File: src/hw/rtl/rti_pkg.sv
`default_nettype none
package rti_pkg;

    // Default coordinate width and the fraction offset (FRAC = COORD_BITS - 4)
    localparam int COORD_BITS = 16;
    localparam int FRAC_OFF   = 4;

    // Port field widths
    localparam int VEC_W  = 48;
    localparam int DIST_W = 24;
    localparam int LANE_W = 16;

    // Distance quotient bits (Q8.16) and integer bits
    localparam int QB     = 24;
    localparam int QB_INT = 8;

    // Normal path: magnitude after scaling, squares, length, lane quotient
    localparam int MAGW = 21;
    localparam int SQW  = 42;
    localparam int LENW = 21;
    localparam int NSQ  = 21;
    localparam int NQB  = 15;
    localparam int NFRAC = 14;

    // Request queue between front and back
    localparam int QDEPTH = 4;

    // Configuration register map
    localparam int             THR_W     = 16;
    localparam logic [0:0]     REG_THR   = 1'b0;
    localparam logic [THR_W-1:0] THR_RESET = 16'd1;

    // Width of the sign-corrected determinant and distance numerator
    function automatic int dw(input int cb);
        return 2 * cb + 10;
    endfunction

    // Width of one queue entry
    function automatic int qent_w(input int cb);
        return 2 + 2 * dw(cb) + LENW + 3 + 3 * MAGW;
    endfunction

endpackage
`default_nettype wire

File: src/hw/rtl/rti_queue.sv
`default_nettype none
module rti_queue #(
    parameter int W     = 8,
    parameter int DEPTH = rti_pkg::QDEPTH
) (
    input  wire logic         i_clk,
    input  wire logic         i_rst_n,
    input  wire logic         i_push,
    input  wire logic [W-1:0] i_data,
    output logic              o_full,
    input  wire logic         i_pop,
    output logic [W-1:0]      o_data,
    output logic              o_empty
);
    localparam int PTRW = (DEPTH > 1) ? $clog2(DEPTH) : 1;
    localparam int CNTW = $clog2(DEPTH + 1);

    logic [W-1:0]    r_mem [DEPTH];
    logic [PTRW-1:0] r_wp, r_rp;
    logic [CNTW-1:0] r_cnt;

    assign o_full  = (r_cnt == CNTW'(DEPTH));
    assign o_empty = (r_cnt == '0);
    assign o_data  = r_mem[r_rp];

    // Advance pointers and count
    always_ff @(posedge i_clk) begin
        if (!i_rst_n) begin
            r_wp  <= '0;
            r_rp  <= '0;
            r_cnt <= '0;
        end else begin
            if (i_push) begin
                r_wp <= (r_wp == PTRW'(DEPTH - 1)) ? '0 : r_wp + 1'b1;
            end
            if (i_pop) begin
                r_rp <= (r_rp == PTRW'(DEPTH - 1)) ? '0 : r_rp + 1'b1;
            end
            if (i_push && !i_pop) begin
                r_cnt <= r_cnt + 1'b1;
            end else if (i_pop && !i_push) begin
                r_cnt <= r_cnt - 1'b1;
            end
        end
    end

    // Store entries
    always_ff @(posedge i_clk) begin
        if (i_push) begin
            r_mem[r_wp] <= i_data;
        end
    end

endmodule
`default_nettype wire

File: config.mk
export PLATFORM = sky130hd
export DESIGN_NAME = rti_queue
export DESIGN_NICKNAME = d
export VERILOG_FILES = /design/src/hw/rtl/rti_pkg.sv /design/src/hw/rtl/rti_queue.sv
export SDC_FILE = /design/constraint.sdc
export NUM_CORES = 1
export LEC_CHECK = 0
export BUFFER_PORTS_ARGS = -buffer_cell sky130_fd_sc_hd__buf_4
export CAP_MARGIN = 30
export CELL_PAD_IN_SITES_DETAIL_PLACEMENT = 1
export CELL_PAD_IN_SITES_GLOBAL_PLACEMENT = 1
export CORE_ASPECT_RATIO = 0.8
export CORE_MARGIN = 5
export CORE_UTILIZATION = 51
export CTS_CLUSTER_DIAMETER = 150
export CTS_CLUSTER_SIZE = 30
export DETAILED_ROUTE_END_ITERATION = 10
export GPL_TIMING_DRIVEN = 0
export PLACE_DENSITY = 0.86
export SLEW_MARGIN = 30
export SYNTH_ARGS = -nofsm -noshare
export SYNTH_HDL_FRONTEND = slang
export SYNTH_SLANG_ARGS = --single-unit
File: constraint.sdc
create_clock -name i_clk -period 2.2 [get_ports i_clk]
set_input_delay 0.22 -clock i_clk [delete_from_list [all_inputs] [get_ports i_clk]]
set_output_delay 0.22 -clock i_clk [all_outputs]
set_load 0.02 [all_outputs]
### Yosys cells after proc, flatten, opt, wreduce, memory -nomap -nowiden

Memory sizes are Yosys's and may differ from the RTL's. A register that Yosys moved wholly into a read port is not among the register bits.
Cells that the tools add are included.

* register bits: 7
* bits in writable memories: 32
* bits of input ports: 12
* output and inout port bits: 10
* logic and storage cells: 25
* memories kept: 1

* add/subtract/negate cells: 4
* equal/unequal tests: 3
* muxes and demuxes: 8
* reduce and logical (&&, ||, !) cells: 6

Memories
* r_mem: depth 4, width 8, read ports 1, clocked after memory_dff 1, write ports 1, RTL line rti_queue.sv:18 `logic [W-1:0] r_mem [DEPTH];`

Operator list (count)
* $mux W2: 4
* $mux W3: 2
* $add A2 B1 Y2 const B: 2
* $eq A2 B2 Y1 const B: 2
* $add A3 B1 Y3 const B: 1
* $eq A3 B3 Y1 const B: 1
* $logic_not A3 Y1: 1
* $sub A3 B1 Y3 const B: 1
* $logic_and A1 B1 Y1: 2
* $logic_not A1 Y1: 2
* $mux W1: 2
* $reduce_bool A2 Y1: 1

### Depth between registers and ports, before layout

* depth after elaboration: 4
* mapped depth: 7

### Worst setup path after synthesis

No wires, ideal clock.

* path kind: input-to-reg
* start: input i_pop
* end: register r_cnt[2]
* library setup time: 70 ps
* arrival time: 1413 ps
* data required time: 2130 ps
* path slack: 717 ps
* cell stages on the path: 7
* path buffers: 0
* cell sequence: inv_1 > ha_1 > inv_1 > fa_1 > xor2_1 > or3_1 > a21boi_1

* word-level cells in the longest chain between the ends: 3

RTL lines
* from (decl): RTL line rti_queue.sv:11 `input wire logic i_pop,`
* $logic_not A1 Y1: RTL line rti_queue.sv:39 `if (i_push && !i_pop) begin`
* $logic_and A1 B1 Y1: RTL line rti_queue.sv:39
* $mux W3 / $reduce_bool A2 Y1 (equally long branches)
* to (signal assigned): RTL line rti_queue.sv:40 `r_cnt <= r_cnt + 1'b1;`
* to (signal assigned): RTL line rti_queue.sv:42 `r_cnt <= r_cnt - 1'b1;`
* to (decl): RTL line rti_queue.sv:20 `logic [CNTW-1:0] r_cnt;`

Parallel ways exist; a longest one is shown, timed or not.
A chain may end at the register's enable or synchronous reset.

==> summary.txt <==
Status: completed
Ports: 22
Initial detailed-routing violation count: 24
CTS buffer count: 5
CTS Root Cell: clkbuf_8
Clock buffer depth: 2
Leak: 0.000715 µW
Fin cells: 155
Synth unique cells: 20
Clock sinks: 41
Mapped Avg Cell Area: 18.8 µm²
Worst clock skew: 5.60 ps
Gate Count Post-Synth: 86
Clock power frac: 0.336
R2R Path Start: r_cnt[0]$_SDFFE_PN0P_
Flop pwr share: 0.527
Routability cong.: 0.716
Worst Path Arrival: 1470 ps
Hold Crit Start: i_data[4]
CP endpoint kind: output port
Synth Net Count: 105
Total congestion overflow: 0
GRT Total Usage: 0.146
VDD IR-drop max: 0.614 mV
#FFs+latches synth: 41
Core area: 3060 µm²
Row count: 18
Placed cell count: 147
Final Hold Fails: 0
Fmax: 0.591 GHz
Minimum clock period: 1690 ps
Pre-antenna DRT Iters: 4
Register area: 1140 µm²
Die Height: 60.3 µm
Initial antenna violation count: 0
Worst Path Max Fanout: 8
DRC: 0
Die Span X: 72.9 µm
Vias: 801
P_sw: 387 µW
Type of the most critical hold path: in -> reg
WP data required: 1980 ps
DP HPWL: 2060 µm
Synth warn: 0
# fillers: 297
RSZ-0062 raised after global routing: false
Relative slew slack: 0.678
Initial Util: 0.527
Wire per inst: 18.1 µm
CTS resizes: 0
Switching Share: 0.225
Via-to-Cell Ratio: 5.17
CTS HTree Levels: 2
Setup TNS: 0 ps
Logic pwr share: 0.137
Register area share after synthesis: 0.706
Area of the multi-input gates: 443 µm²
First-pass GRT wire length: 4460 µm
Final WL: 2800 µm
Pins Over Slew Limit: 0
Worst hold stages: 1
Largest net degree at the start of global routing: 14
Int Power: 1330 µW
ANT cells: 0
CP Class: reg -> out
Clk slew on worst S/H paths: 70 ps
CTS tree: built
Final period util: 0.769
R2R Setup Slk: 730 ps
Final #Nets: 133
Worst-Skew Late Latency: 290 ps
Hold buffers post-CTS: 0
Maxcap violations: 0
Worst slew pin tran: 483 ps
Finish-stage setup viols: 0
Post-CTS setup buffer count: 0
Port bufs: 21
Startpoint Class: flop
R2R cell count: 4
Synth top area share: 0.595
Power density over the cells: 890 nW/µm²
R2r endpoint: r_cnt[2]$_SDFFE_PN0P_
Layout cells sized above 1: 0.330
Synth area leader: edfxtp_1
Vias in the first global route: 898
Routed Antenna Nets: 0
Layout area overhead: 19.5%
Die ar.: 4400 µm²
WHS Endpoint: r_mem[3][4]$_DFFE_PP_
Synthesized cell area: 1620 µm²
Top post-synthesis cells by area: edfxtp_1 59%, dfxtp_1 11%, mux4_2 11%
state kept, by name, summed over array words and instances, names as in the netlist, named ones only:
name	cells
r_wp	2
r_rp	2
r_cnt	3
r_mem	32
layer usage:
layer | share of wire | global-route usage | up-vias
met2 | 0.54 | 0.247 | 18
met5 | 0 | 0 | -
li1 | - | - | 379
met1 | 0.39 | 0.164 | 397
met4 | 0.022 | 0.0895 | 0
met3 | 0.050 | 0.0464 | 7
kinds of logic after synthesis:
kind of cell               Yosys count  share of synthesized area
muxes                               12                      0.136
xor gates and xnor gates             2                     0.0108
adders and majority gates            7                     0.0589
DFF                                 41                      0.706
AOI/OAI and AO/OA                    3                     0.0124
and+or+nand+nor                     15                     0.0558
buffers and inverters                6                     0.0194
critical path, cell delays in order, from the launching register on:
cell     delay, ps
dfxtp_1        320
buf_6          160
mux4_2         520
buf_4          170
how the worst max path moves through the flow:
stage / depth (start not counted) / slack [ps] / to / startpoint
final: 3 / 510 / o_data[7] / flop
after CTS: 3 / 480 / o_data[7] / flop
after detailed placement: 8 / 460 / r_cnt[2]$_SDFFE_PN0P_ / i_pop
after global routing: 3 / 430 / o_data[7] / flop
after floorplan: 7 / 720 / r_cnt[2]$_SDFFE_PN0P_ / i_pop
after global placement: 8 / 520 / r_cnt[2]$_SDFFE_PN0P_ / i_pop
area by class of cell:
class                      count  share of cell area
timing repair buffer          21              0.0817
tap                           40              0.0259
sequential                    41               0.591
inverter                       4             0.00778
multi-input combinational     39               0.229
clock buffer                   6              0.0376
buffer                         2             0.00843
clock inverter                 2              0.0181
layout by cell type, fill, tap and decap left out:
master     Yosys  routed
mux4_2         8       8
clkbuf_8       0       5
nor2b_1        5       5
clkbuf_2       1       1
ha_1           6       6
buf_6          1       1
o21ai_0        1       1
clkbuf_1       0       1
or3_1          1       1
nor3b_1        1       1
xor2_1         1       1
a21boi_1       1       1
o21a_1         1       1
edfxtp_1      32      32
nor3_1         2       2
clkinv_2       0       1
fa_1           1       1
mux2i_1        4       4
xnor2_1        1       1
inv_1          4       4
dfxtp_1        9       9
and2_1         5       5
buf_4          0      21
nor2_1         1       1
bufinv_16      0       1
synth_stat cells:
cell,count
a21boi_1,1
and2_1,5
buf_6,1
clkbuf_2,1
dfxtp_1,9
edfxtp_1,32
fa_1,1
ha_1,6
inv_1,4
mux2i_1,4
mux4_2,8
nor2_1,1
nor2b_1,5
nor3_1,2
nor3b_1,1
o21a_1,1
o21ai_0,1
or3_1,1
xnor2_1,1
xor2_1,1
power groups by stage:
| stage | Sequential [µW] | Combinational [µW] | Clock, µW |
|---|---|---|---|
| global route | 911 | 256 | 635 |
| CTS | 906 | 240 | 596 |
| global placement | 919 | 228 | 0 |
| floorplan | 915 | 147 | 0 |
| finish | 906 | 235 | 578 |
| detailed placement | 924 | 239 | 0 |
through the flow:
stage	hold slack (ps)	utilization	total power, µW	setup WS [ps]	instance area (µm²)
6_report	124	0.630	1720	507	1930
3_3_place_gp	420	0.595	1150	522	1820
4_1_cts	112	0.630	1740	482	1930
2_1_floorplan	319	-	1060	717	1620
3_5_place_dp	427	0.595	1160	465	1820
5_1_grt	111	0.630	1800	429	1930
Power figures use the tool's default switching activity.
